`src/rtl/b32d_pkg.sv`:
```
// Types, constants and helper functions for the base32 string decoder
package b32d_pkg;

    localparam logic [7:0] CHAR_PAD     = 8'h3D;
    localparam logic [7:0] CHAR_UP_A    = 8'h41;
    localparam logic [7:0] CHAR_UP_Z    = 8'h5A;
    localparam logic [7:0] CHAR_LO_A    = 8'h61;
    localparam logic [7:0] CHAR_LO_Z    = 8'h7A;
    localparam logic [7:0] CHAR_TWO     = 8'h32;
    localparam logic [7:0] CHAR_SEVEN   = 8'h37;
    localparam logic [7:0] CHAR_ZERO    = 8'h30;
    localparam logic [7:0] CHAR_ONE     = 8'h31;
    localparam logic [7:0] CHAR_EIGHT   = 8'h38;

    localparam logic [5:0] CODE_INVALID = 6'd32;
    localparam logic [5:0] CODE_O       = 6'd14;
    localparam logic [5:0] CODE_L       = 6'd11;
    localparam logic [5:0] CODE_B       = 6'd1;
    localparam logic [5:0] CODE_DIGIT   = 6'd26;

    localparam logic [2:0] SLOT_FIRST   = 3'd0;
    localparam logic [2:0] SLOT_PAD_1   = 3'd2;
    localparam logic [2:0] SLOT_PAD_2   = 3'd4;
    localparam logic [2:0] SLOT_PAD_3   = 3'd5;
    localparam logic [2:0] SLOT_LAST    = 3'd7;

    localparam logic [2:0] GROUP_BYTES  = 3'd5;

    localparam logic [15:0] BYTE_CAP_RESET = 16'hFFFF;
    localparam int unsigned QUEUE_DEPTH_DEFAULT = 4;

    typedef struct packed {
        logic [7:0] character;
        logic       final_char;
    } in_word_t;

    typedef struct packed {
        logic [7:0]  data_byte;
        logic        is_status;
        logic        failed;
        logic [15:0] byte_count;
        logic        end_of_run;
    } out_word_t;

    typedef struct packed {
        logic [39:0] group_bits;
        logic [2:0]  byte_num;
        logic        has_status;
        logic        failed;
        logic [15:0] byte_count;
    } record_t;

    typedef struct packed {
        logic    push;
        record_t rec;
    } front_req_t;

    function automatic logic [5:0] char_value(input logic [7:0] ch);
        logic [7:0] diff;
        diff = 8'd0;
        char_value = CODE_INVALID;
        if (ch >= CHAR_UP_A && ch <= CHAR_UP_Z)
        begin
            diff = ch - CHAR_UP_A;
            char_value = {1'b0, diff[4:0]};
        end
        else if (ch >= CHAR_LO_A && ch <= CHAR_LO_Z)
        begin
            diff = ch - CHAR_LO_A;
            char_value = {1'b0, diff[4:0]};
        end
        else if (ch >= CHAR_TWO && ch <= CHAR_SEVEN)
        begin
            diff = ch - CHAR_TWO;
            char_value = CODE_DIGIT + {3'b000, diff[2:0]};
        end
        else if (ch == CHAR_ZERO)
            char_value = CODE_O;
        else if (ch == CHAR_ONE)
            char_value = CODE_L;
        else if (ch == CHAR_EIGHT)
            char_value = CODE_B;
        else if (ch == CHAR_PAD)
            char_value = 6'd0;
    endfunction

    function automatic logic pad_slot_ok(input logic [2:0] slot);
        pad_slot_ok = (slot == SLOT_PAD_1) || (slot == SLOT_PAD_2) ||
                      (slot == SLOT_PAD_3) || (slot == SLOT_LAST);
    endfunction

    function automatic logic [2:0] pad_bytes(input logic [2:0] slot);
        case (slot)
            SLOT_PAD_1: pad_bytes = 3'd1;
            SLOT_PAD_2: pad_bytes = 3'd2;
            SLOT_PAD_3: pad_bytes = 3'd3;
            default:    pad_bytes = 3'd4;
        endcase
    endfunction

    function automatic logic [7:0] byte_of(input logic [39:0] bits, input logic [2:0] idx);
        case (idx)
            3'd0:    byte_of = bits[39:32];
            3'd1:    byte_of = bits[31:24];
            3'd2:    byte_of = bits[23:16];
            3'd3:    byte_of = bits[15:8];
            3'd4:    byte_of = bits[7:0];
            default: byte_of = 8'd0;
        endcase
    endfunction

endpackage

```
`src/rtl/base32_string_decoder_core.sv`:
```
// Top level of the base32 string decoder
//
// Input queue port: one character word per push, accepted when push is high and full low;
// final_char marks the last character of a string.
// Output queue port: while empty is low the oldest result word is on dout; pop takes it.
// Each complete group of eight characters gives up to five data words, most significant
// byte first; the last character adds one status word with pass or fail and byte count.
// end_of_run marks the last word caused by one character.
// Throughput: one character per cycle while full is low, set by the combinational
// decode front end; the output side drains one word per cycle while pop is high, from
// a queue of QUEUE_DEPTH group records. An accepted character's record is written into
// the queue and then loaded into the back end's record register, which drives dout.
// A receiver stall fills the record queue, after which full rises and input waits.
// cfg_we/cfg_data write the byte capacity; write only while the block is idle.
// Reset: queue empty, decode state cleared, byte capacity 65535.
module base32_string_decoder_core
#(
    parameter int unsigned QUEUE_DEPTH = b32d_pkg::QUEUE_DEPTH_DEFAULT
)
(
    input  logic                clk,
    input  logic                rst_n,
    input  logic                push,
    output logic                full,
    input  b32d_pkg::in_word_t  din,
    input  logic                pop,
    output logic                empty,
    output b32d_pkg::out_word_t dout,
    input  logic                cfg_we,
    input  logic [15:0]         cfg_data
);

    b32d_pkg::front_req_t req;
    b32d_pkg::record_t    q_rec;
    logic                 q_full;
    logic                 q_empty;
    logic                 q_pop;
    logic                 accept;

    assign full   = q_full;
    assign accept = push && !q_full;

    b32d_front u_front
    (
        .clk      (clk),
        .rst_n    (rst_n),
        .accept   (accept),
        .din      (din),
        .cfg_we   (cfg_we),
        .cfg_data (cfg_data),
        .req      (req)
    );

    b32d_queue #(.DEPTH(QUEUE_DEPTH)) u_queue
    (
        .clk     (clk),
        .rst_n   (rst_n),
        .wr_en   (req.push),
        .wr_rec  (req.rec),
        .rd_en   (q_pop),
        .rd_rec  (q_rec),
        .q_full  (q_full),
        .q_empty (q_empty)
    );

    b32d_back u_back
    (
        .clk     (clk),
        .rst_n   (rst_n),
        .q_rec   (q_rec),
        .q_empty (q_empty),
        .q_pop   (q_pop),
        .pop     (pop),
        .empty   (empty),
        .dout    (dout)
    );

endmodule

```
`src/rtl/b32d_front.sv`:
```
// Front end: character decode, group packing and error tracking, one character per cycle while accept is high
module b32d_front
(
    input  logic                clk,
    input  logic                rst_n,
    input  logic                accept,
    input  b32d_pkg::in_word_t  din,
    input  logic                cfg_we,
    input  logic [15:0]         cfg_data,
    output b32d_pkg::front_req_t req
);

    logic [15:0] cap_reg;
    logic [39:0] bits_reg,  bits_next;
    logic [2:0]  slot_reg,  slot_next;
    logic        pad_reg,   pad_next;
    logic [2:0]  pslot_reg, pslot_next;
    logic        err_reg,   err_next;
    logic [15:0] cnt_reg,   cnt_next;

    logic [5:0]  val;
    logic [39:0] shifted;
    logic [2:0]  nb;
    logic [16:0] need;

    always_comb
    begin
        val        = b32d_pkg::char_value(din.character);
        shifted    = {bits_reg[34:0], val[4:0]};
        need       = {1'b0, cnt_reg} + {14'd0, b32d_pkg::GROUP_BYTES};
        bits_next  = bits_reg;
        slot_next  = slot_reg;
        pad_next   = pad_reg;
        pslot_next = pslot_reg;
        err_next   = err_reg;
        cnt_next   = cnt_reg;
        nb         = 3'd0;

        if (!err_reg)
        begin
            if (val == b32d_pkg::CODE_INVALID)
                err_next = 1'b1;
            else if (pad_reg)
            begin
                if (din.character != b32d_pkg::CHAR_PAD || slot_reg == b32d_pkg::SLOT_FIRST)
                    err_next = 1'b1;
            end
            else if (din.character == b32d_pkg::CHAR_PAD)
            begin
                if (b32d_pkg::pad_slot_ok(slot_reg))
                begin
                    pad_next   = 1'b1;
                    pslot_next = slot_reg;
                end
                else
                    err_next = 1'b1;
            end

            if (!err_next)
            begin
                bits_next = shifted;
                if (slot_reg == b32d_pkg::SLOT_LAST)
                begin
                    if (need > {1'b0, cap_reg})
                        err_next = 1'b1;
                    else
                    begin
                        nb = pad_next ? b32d_pkg::pad_bytes(pslot_next)
                                      : b32d_pkg::GROUP_BYTES;
                        cnt_next = cnt_reg + {13'd0, nb};
                    end
                    bits_next = 40'd0;
                    slot_next = b32d_pkg::SLOT_FIRST;
                end
                else
                    slot_next = slot_reg + 3'd1;
            end
        end

        if (din.final_char && slot_next != b32d_pkg::SLOT_FIRST)
            err_next = 1'b1;

        req.push           = accept && (nb != 3'd0 || din.final_char);
        req.rec.group_bits = shifted;
        req.rec.byte_num   = nb;
        req.rec.has_status = din.final_char;
        req.rec.failed     = err_next;
        req.rec.byte_count = cnt_next;
    end

    always_ff @(posedge clk or negedge rst_n)
    begin
        if (!rst_n)
        begin
            cap_reg   <= b32d_pkg::BYTE_CAP_RESET;
            bits_reg  <= 40'd0;
            slot_reg  <= b32d_pkg::SLOT_FIRST;
            pad_reg   <= 1'b0;
            pslot_reg <= b32d_pkg::SLOT_FIRST;
            err_reg   <= 1'b0;
            cnt_reg   <= 16'd0;
        end
        else
        begin
            if (cfg_we)
                cap_reg <= cfg_data;
            if (accept)
            begin
                if (din.final_char)
                begin
                    bits_reg  <= 40'd0;
                    slot_reg  <= b32d_pkg::SLOT_FIRST;
                    pad_reg   <= 1'b0;
                    pslot_reg <= b32d_pkg::SLOT_FIRST;
                    err_reg   <= 1'b0;
                    cnt_reg   <= 16'd0;
                end
                else
                begin
                    bits_reg  <= bits_next;
                    slot_reg  <= slot_next;
                    pad_reg   <= pad_next;
                    pslot_reg <= pslot_next;
                    err_reg   <= err_next;
                    cnt_reg   <= cnt_next;
                end
            end
        end
    end

endmodule

```
`src/rtl/b32d_queue.sv`:
```
// Short record queue between the decode front end and the output sequencer
module b32d_queue
#(
    parameter int unsigned DEPTH = b32d_pkg::QUEUE_DEPTH_DEFAULT
)
(
    input  logic              clk,
    input  logic              rst_n,
    input  logic              wr_en,
    input  b32d_pkg::record_t wr_rec,
    input  logic              rd_en,
    output b32d_pkg::record_t rd_rec,
    output logic              q_full,
    output logic              q_empty
);

    localparam int unsigned PW = (DEPTH > 1) ? $clog2(DEPTH) : 1;
    localparam int unsigned CW = $clog2(DEPTH + 1);
    localparam logic [PW-1:0] LAST_PTR = PW'(DEPTH - 1);
    localparam logic [CW-1:0] FULL_CNT = CW'(DEPTH);

    b32d_pkg::record_t slots_reg [DEPTH];
    logic [PW-1:0] wp_reg, rp_reg;
    logic [CW-1:0] cnt_reg, cnt_next;
    logic          do_wr, do_rd;

    assign q_full  = (cnt_reg == FULL_CNT);
    assign q_empty = (cnt_reg == '0);
    assign do_wr   = wr_en && !q_full;
    assign do_rd   = rd_en && !q_empty;
    assign rd_rec  = slots_reg[rp_reg];

    always_comb
    begin
        cnt_next = cnt_reg;
        if (do_wr && !do_rd)
            cnt_next = cnt_reg + CW'(1);
        else if (do_rd && !do_wr)
            cnt_next = cnt_reg - CW'(1);
    end

    always_ff @(posedge clk)
    begin
        if (do_wr)
            slots_reg[wp_reg] <= wr_rec;
    end

    always_ff @(posedge clk or negedge rst_n)
    begin
        if (!rst_n)
        begin
            wp_reg  <= '0;
            rp_reg  <= '0;
            cnt_reg <= '0;
        end
        else
        begin
            cnt_reg <= cnt_next;
            if (do_wr)
                wp_reg <= (wp_reg == LAST_PTR) ? '0 : wp_reg + PW'(1);
            if (do_rd)
                rp_reg <= (rp_reg == LAST_PTR) ? '0 : rp_reg + PW'(1);
        end
    end

endmodule

```
`src/rtl/b32d_back.sv`:
```
// Back end: unrolls one record into data words and, for a final character, the closing status word
module b32d_back
(
    input  logic                 clk,
    input  logic                 rst_n,
    input  b32d_pkg::record_t    q_rec,
    input  logic                 q_empty,
    output logic                 q_pop,
    input  logic                 pop,
    output logic                 empty,
    output b32d_pkg::out_word_t  dout
);

    b32d_pkg::record_t rec_reg;
    logic [2:0]        idx_reg;
    logic              busy_reg;
    logic [2:0]        total;
    logic              last_word;
    logic              status_now;
    logic              take;

    assign total      = rec_reg.byte_num + {2'b00, rec_reg.has_status};
    assign last_word  = (idx_reg == total - 3'd1);
    assign status_now = rec_reg.has_status && (idx_reg == rec_reg.byte_num);
    assign take       = pop && busy_reg;
    assign q_pop      = (!busy_reg || (take && last_word)) && !q_empty;
    assign empty      = !busy_reg;

    always_comb
    begin
        dout.data_byte  = status_now ? 8'd0 : b32d_pkg::byte_of(rec_reg.group_bits, idx_reg);
        dout.is_status  = status_now;
        dout.failed     = status_now && rec_reg.failed;
        dout.byte_count = status_now ? rec_reg.byte_count : 16'd0;
        dout.end_of_run = last_word;
    end

    always_ff @(posedge clk)
    begin
        if (q_pop)
            rec_reg <= q_rec;
    end

    always_ff @(posedge clk or negedge rst_n)
    begin
        if (!rst_n)
        begin
            busy_reg <= 1'b0;
            idx_reg  <= 3'd0;
        end
        else if (q_pop)
        begin
            busy_reg <= 1'b1;
            idx_reg  <= 3'd0;
        end
        else if (take && last_word)
            busy_reg <= 1'b0;
        else if (take)
            idx_reg <= idx_reg + 3'd1;
    end

endmodule

```
`config.mk`:
```
export PLATFORM = sky130hd
export DESIGN_NAME = base32_string_decoder_core
export DESIGN_NICKNAME = d
export VERILOG_FILES = /design/src/rtl/b32d_pkg.sv /design/src/rtl/base32_string_decoder_core.sv /design/src/rtl/b32d_front.sv /design/src/rtl/b32d_queue.sv /design/src/rtl/b32d_back.sv
export SDC_FILE = /design/constraint.sdc
export NUM_CORES = 1
export LEC_CHECK = 0
export BUFFER_PORTS_ARGS = -buffer_cell sky130_fd_sc_hd__buf_2
export CAP_MARGIN = 20
export CORE_MARGIN = 1.5
export CORE_UTILIZATION = 50
export CTS_CLUSTER_DIAMETER = 60
export DETAILED_ROUTE_END_ITERATION = 7
export HOLD_SLACK_MARGIN = 0.1
export PLACE_DENSITY = 0.66
export SLEW_MARGIN = 30
export SYNTH_ARGS = -nofsm -noshare
export SYNTH_HDL_FRONTEND = slang
export SYNTH_SLANG_ARGS = --single-unit
```
`constraint.sdc`:
```
create_clock -name clk -period 20.3 [get_ports clk]
set_clock_uncertainty 0.05 [all_clocks]
set_input_delay 0 -clock clk [delete_from_list [all_inputs] [get_ports clk]]
set_output_delay 0 -clock clk [all_outputs]
set_load 0.02 [all_outputs]
```
# Yosys cells after proc, flatten, opt, wreduce, memory -nomap -nowiden

Memories as Yosys holds them, arrays and structs flattened. A register that Yosys moved wholly into a read port is not among the register bits.
Cells that the tools add are included.

Register bits: 86
RAM bits: 244
Input bits: 30
Output and inout bits: 29
Word-level logic and storage cells: 166
Memories: 1

Add/subtract/negate cells: 14
Magnitude comparators: 7
Equal/unequal tests: 25
Mux-type cells: 70
Reductions and logical operators: 37

Memory list:

| name              | words | bits a word | rd ports | clocked after Yosys merged registers in | wr ports | RTL line         | RTL |
|---|---|---|---|---|---|---|---|
| u_queue.slots_reg | 4     | 61          | 1        | 1                                       | 1        | b32d_queue.sv:22 | `b32d_pkg::record_t slots_reg [DEPTH];` |

Operators with widths:

| operator                                                       | number |
|---|---|
| 2-to-1 mux 35 bit                                              | 4 |
| 2-to-1 mux 16 bit                                              | 6 |
| 2-to-1 mux 3 bit                                               | 25 |
| 2-to-1 mux 6 bit                                               | 7 |
| case mux 8 bit (5 select lines)                                | 1 |
| equality test 8 x 6 -> 1 bit, second input constant            | 4 |
| 2-to-1 mux 1 bit                                               | 23 |
| equality test 3 bit, second input constant                     | 7 |
| adder 16 x 3 -> 17 bit, second input constant                  | 1 |
| greater-than comparator 17 x 16 -> 1 bit                       | 1 |
| adder 16 x 3 -> 16 bit                                         | 1 |
| >= comparator 8 x 7 -> 1 bit, second input constant            | 2 |
| less-or-equal comparator 8 x 7 -> 1 bit, second input constant | 2 |
| logical AND 1 bit                                              | 15 |
| equality test 3 x 2 -> 1 bit, second input constant            | 4 |
| subtractor 5 x 1 -> 5 bit, second input constant               | 2 |
| adder 3 x 1 -> 3 bit, second input constant                    | 3 |
| zero test 3 bit                                                | 3 |
| case mux 3 bit (3 select lines)                                | 1 |
| >= comparator 8 x 6 -> 1 bit, second input constant            | 1 |
| less-or-equal comparator 8 x 6 -> 1 bit, second input constant | 1 |
| 2-to-1 mux 8 bit                                               | 1 |
| != test 8 x 6 -> 1 bit, second input constant                  | 1 |
| adder 5 x 3 -> 6 bit, first input constant                     | 1 |
| other kinds (16)                                               | 36 |

# Longest topological paths before layout

Depth in word-level cells: 30
Gate-level depth with buffers: 21
Mapped depth without buffers: 19

# Cells and area by module

From an unflattened synthesis, not the netlist that was laid out.

Cell total of the unflattened synthesis: 1043
Area, all modules: 16787.4 µm²

Modules (own cells, without submodules):

| module                     | instances | cells an instance | area each (µm²) | sequential area each (µm²) |
|---|---|---|---|---|
| b32d_queue                 | 1         | 356               | 9241.4          | 7502.2 |
| b32d_front                 | 1         | 509               | 4754.6          | 1896.8 |
| b32d_back                  | 1         | 177               | 2777.7          | 1931.9 |
| base32_string_decoder_core | 1         | 1                 | 13.8            | 0.0 |

# Least setup slack after synthesis

No wires, ideal clock.

Path kind: register to register
Start: register u_front.cnt_reg[3]
End: memory u_queue.slots_reg[0][0] in the netlist's numbering (enable)
Library setup time: 0.568 ns
Arrival time: 7.468 ns
Required time: 19.682 ns
Setup slack: 12.214 ns
Cell stages (with the launch flop): 14
Buffers on the path: 2
Clock period less this slack: 8.086 ns
Cell sequence: dfrtp_1 clkbuf_1 o21ai_0 nor2_1 nand3_1 xnor2_1 ha_1 a21oi_1 o21ai_0 o41ai_1 and3_1 buf_2 a21oi_1 nor3b_1

Longest elaborated chain between the ends: 12

Ends and longest elaborated chain:

| item                                     | RTL line          | RTL |
|---|---|---|
| from (decl)                              | b32d_front.sv:19  | `logic [15:0] cnt_reg, cnt_next;` |
| from (signal assigned)                   | b32d_front.sv:125 | `cnt_reg <= cnt_next;` |
| adder 16 x 3 -> 17 bit                   | b32d_front.sv:30  | `need = {1'b0, cnt_reg} + {14'd0, b32d_pkg::GROUP_BYTES};` |
| greater-than comparator 17 x 16 -> 1 bit | b32d_front.sv:64  | `if (need > {1'b0, cap_reg})` |
| 2-to-1 mux 3 bit                         | b32d_front.sv:64  |  |
| 2-to-1 mux 3 bit                         | b32d_front.sv:62  | `if (slot_reg == b32d_pkg::SLOT_LAST)` |
| 2-to-1 mux 3 bit                         | b32d_front.sv:59  | `if (!err_next)` |
| 2-to-1 mux 3 bit                         | b32d_front.sv:39  | `if (!err_reg)` |
| nonzero test 3 bit                       | b32d_front.sv:83  | `req.push = accept && (nb != 3'd0 \|\| din.final_char);` |
| logical OR 1 bit                         | b32d_front.sv:83  |  |
| logical AND 1 bit                        | b32d_front.sv:83  |  |
| logical AND 1 bit                        | b32d_queue.sv:29  | `assign do_wr = wr_en && !q_full;` |
| 2-to-1 mux 1 bit                         | b32d_queue.sv:44  | `if (do_wr)` |
| 2-to-1 mux 1 bit (implied by the code)   | b32d_queue.sv:45  | `slots_reg[wp_reg] <= wr_rec;` |
| to (decl)                                | b32d_queue.sv:22  |  |

No other way between the ends.

# Worst setup path in the final report

Start: register u_front.cnt_reg[0]
End: memory u_queue.slots_reg[3][31] in the netlist's numbering (enable)

Same word-level chain as after synthesis.

==> reports/results.ini <==
[grt]
grt_pass1_wl_um=53600
grt_use_total_pct=19.6
grtUsageMet2_pct=31.5
grt_overflow=0
grtUsageMet1_pct=28.4
grt_pass1_vias=9639
antenna_found_initial=0
grt_max_degree=64
top_usage_layer=met2
grtUsageMet3_pct=2.96

[clock_tree]
root_buffer=clkbuf_16
cts_sinks=391
numCtsBuffers=40
path_clk_slew_ns=0.06
clock_latency_ns=0.52
h-tree-depth=2
max-clock-path-buffers=3
cts_tree=yes

[setup_path]
cp_top_family=compound AO/OA/AOI/OAI gates
start_kind=flip-flop
critPathKind=reg -> reg
critPathMaxStageDelay_ns=0.76
path_buf_inv=1
cp_slowest_cell=buf_4
crit_chain=ha_1 -> o21ai_0 -> nor2_1 -> nand3_1 -> xnor2_1 -> ha_1 -> a21oi_1 -> o21ai_0 -> o41ai_1 -> and3_1 -> a21oi_1 -> nor3b_2 -> buf_4
cp_max_fo=61
cp.arrival_ns=5.18
required_ns=20.38
critPathCaptureType=flip-flop

[cells_and_area]
layout.nets=1306
fillCellCount=2496
design_area_sq_mm=0.0197
final_cell_count_no_fill=1708
drive_above_1_share_pct=19.8
diodes=0
area_growth_syn_to_layout_pct=16.2
largest_reg_flops=244
final_util_pct=58.8

[yosys]
synth_xor_area_share_pct=2.07
synthMuxAreaShare_pct=10.8
synthArstFlopShare_pct=22.0
ys_seq_elements=391
ys_warn_count=0
synth_common_cells=305 x edfxtp_1, 101 x nand2_1, 78 x inv_1, 70 x dfrtp_1, 62 x mux4_2
synth_most_common_cell=edfxtp_1
synth_cell_types=70
synthCells=1114
synth_compound_area_share_pct=5.81
synth_top_area_share_pct=54.1
synthFlopType=edfxtp_1
synth_top_family_by_area=multiplexers
seq_area_frac_synth_pct=66.9
synth_edf_count=305
synth_area_per_cell_sq_um=15.2
yosys.area_share.adder_pct=3.56
synth_top_cell_by_area=edfxtp_1
yosys-top-cells-area=edfxtp_1 54%, dfrtp_1 10%, mux4_2 8.2%, ha_1 3.3%, dfstp_2 2.5%
syn_area_sq_mm=0.0169
synth_fp_nets=1191
synthSimpleGateAreaFrac_pct=7.59

[sta]
clock.fmax_mhz=196
relSlewSlack_pct=37.3
rsz0062_at_grt=no
worst_slew_pin_slew_ns=0.941
final.setup.tns_ns=0
finalSetupViolations=0
post-route-period-util_pct=25.1
whs_ns=0.134
maxSlewViolCount=0
setup_ws_ns=15.20
timing.final.hold_violations=0
finalCriticalPeriod_ns=5.10

[power]
peakVddDrop_v=0.0000639
powerDensity_mw_per_mm2=120
finalPower_mw=2.36
leakage_nw=7.21

[route]
drc_errors=0
totalWireLength_um=33300
drt-initial-drc-count=788
via_per_inst=5.52
first_pass_iters=5
drt-wirelength-per-cell_um=19.5
final_antenna_net_count=0
vias=9420

[placement]
gp_congestion=0.828
dp_cells=1578
dp.final_hpwl_um=19800
port_buffers=58
dpl_cell_area_sq_mm=0.0177
pre_cts_ws_ns=15.30

[run_status]
status=finished, final reports clean

[floorplan]
die-width_um=187
die_y_um=187
dieArea_sq_mm=0.0350
rows=67
core-area_sq_mm=0.0334
io-pin-count=59
initial_core_util_pct=50.6

[job]
cap_violations=0

[worst_hold_path]
worstHoldPathType=in -> reg

[power by group]
part / internal [mW] / switching [mW] / total, mW
combinational: 0.229 / 0.293 / 0.522
clock: 0.469 / 0.296 / 0.765
sequential: 1.01 / 0.0655 / 1.07
[cells by family after synthesis]
| kind of cell | after synthesis |
|---|---|
| flops | 391 |
| simple gates | 252 |
| compound gates | 143 |
| buf+inv | 136 |
| mux | 105 |
| fa+ha+maj | 47 |
| xor+xnor | 40 |
[routing by layer]
layer,vias to the layer above,wire length [um]
li1,4427,-
met1,4743,15700
met2,210,15700
met3,40,1460
met4,0,498
met5,-,0
[placed cells by master (no fill, tap or decap), types with 34 or more instances in the layout]
| cell | synthesis | routed |
|---|---|---|
| inv_1 | 78 | 78 |
| mux2i_1 | 35 | 35 |
| dfrtp_1 | 70 | 68 |
| mux4_2 | 62 | 62 |
| clkbuf_16 | 0 | 40 |
| edfxtp_1 | 305 | 305 |
| nand2_1 | 101 | 101 |
| buf_2 | 5 | 57 |
| o21ai_0 | 34 | 34 |
| dlygate4sd3_1 | 0 | 56 |
| ha_1 | 45 | 45 |
[what timing repair did]
item | 4_1_cts | 5_1_grt
gates resized for setup | 0 | 0
hold buffers | 57 | 0
endpoints found under the hold margin | 74 | 0
buffers inserted | 0 | 0
setup endpoints to repair | 0 | 0
[worst reg2reg max path: stages, from the launching register on]
cell     delay (ns)
dfrtp_1        0.47
ha_1           0.23
o21ai_0        0.16
nor2_1         0.37
nand3_1        0.15
xnor2_1        0.16
ha_1           0.30
a21oi_1        0.14
o21ai_0        0.13
o41ai_1        0.68
and3_1         0.57
a21oi_1        0.29
nor3b_2        0.23
buf_4          0.76
[cell type report]
class / count / area (sq um) / area share, %
flip-flops and latches: 391 / 11300 / 57.6
clock inverters: 26 / 349 / 1.77
clock buffers: 47 / 1040 / 5.27
multi-input cells: 587 / 5110 / 26.0
repair buffers: 131 / 993 / 5.05
well taps: 448 / 561 / 2.85
inverters: 78 / 293 / 1.49
[final timing paths]
kind | endpoint | cells past startpoint | slack (ns) | start
max reg2reg | u_queue.slots_reg[3][31] | 13 | 15.20 | u_front.cnt_reg[0]
min | u_queue.slots_reg[3][24] | 3 | 0.13 | din[4]
max in group asynchronous | u_front.cnt_reg[9] | 4 | 18.96 | rst_n
min in group asynchronous | u_front.bits_reg[29] | 4 | 0.48 | rst_n
min reg2reg | u_queue.cnt_reg[2] | 1 | 0.46 | u_queue.cnt_reg[2]
max | u_queue.slots_reg[3][31] | 13 | 15.20 | u_front.cnt_reg[0]
Note: power is estimated with default switching activity, not from simulation.
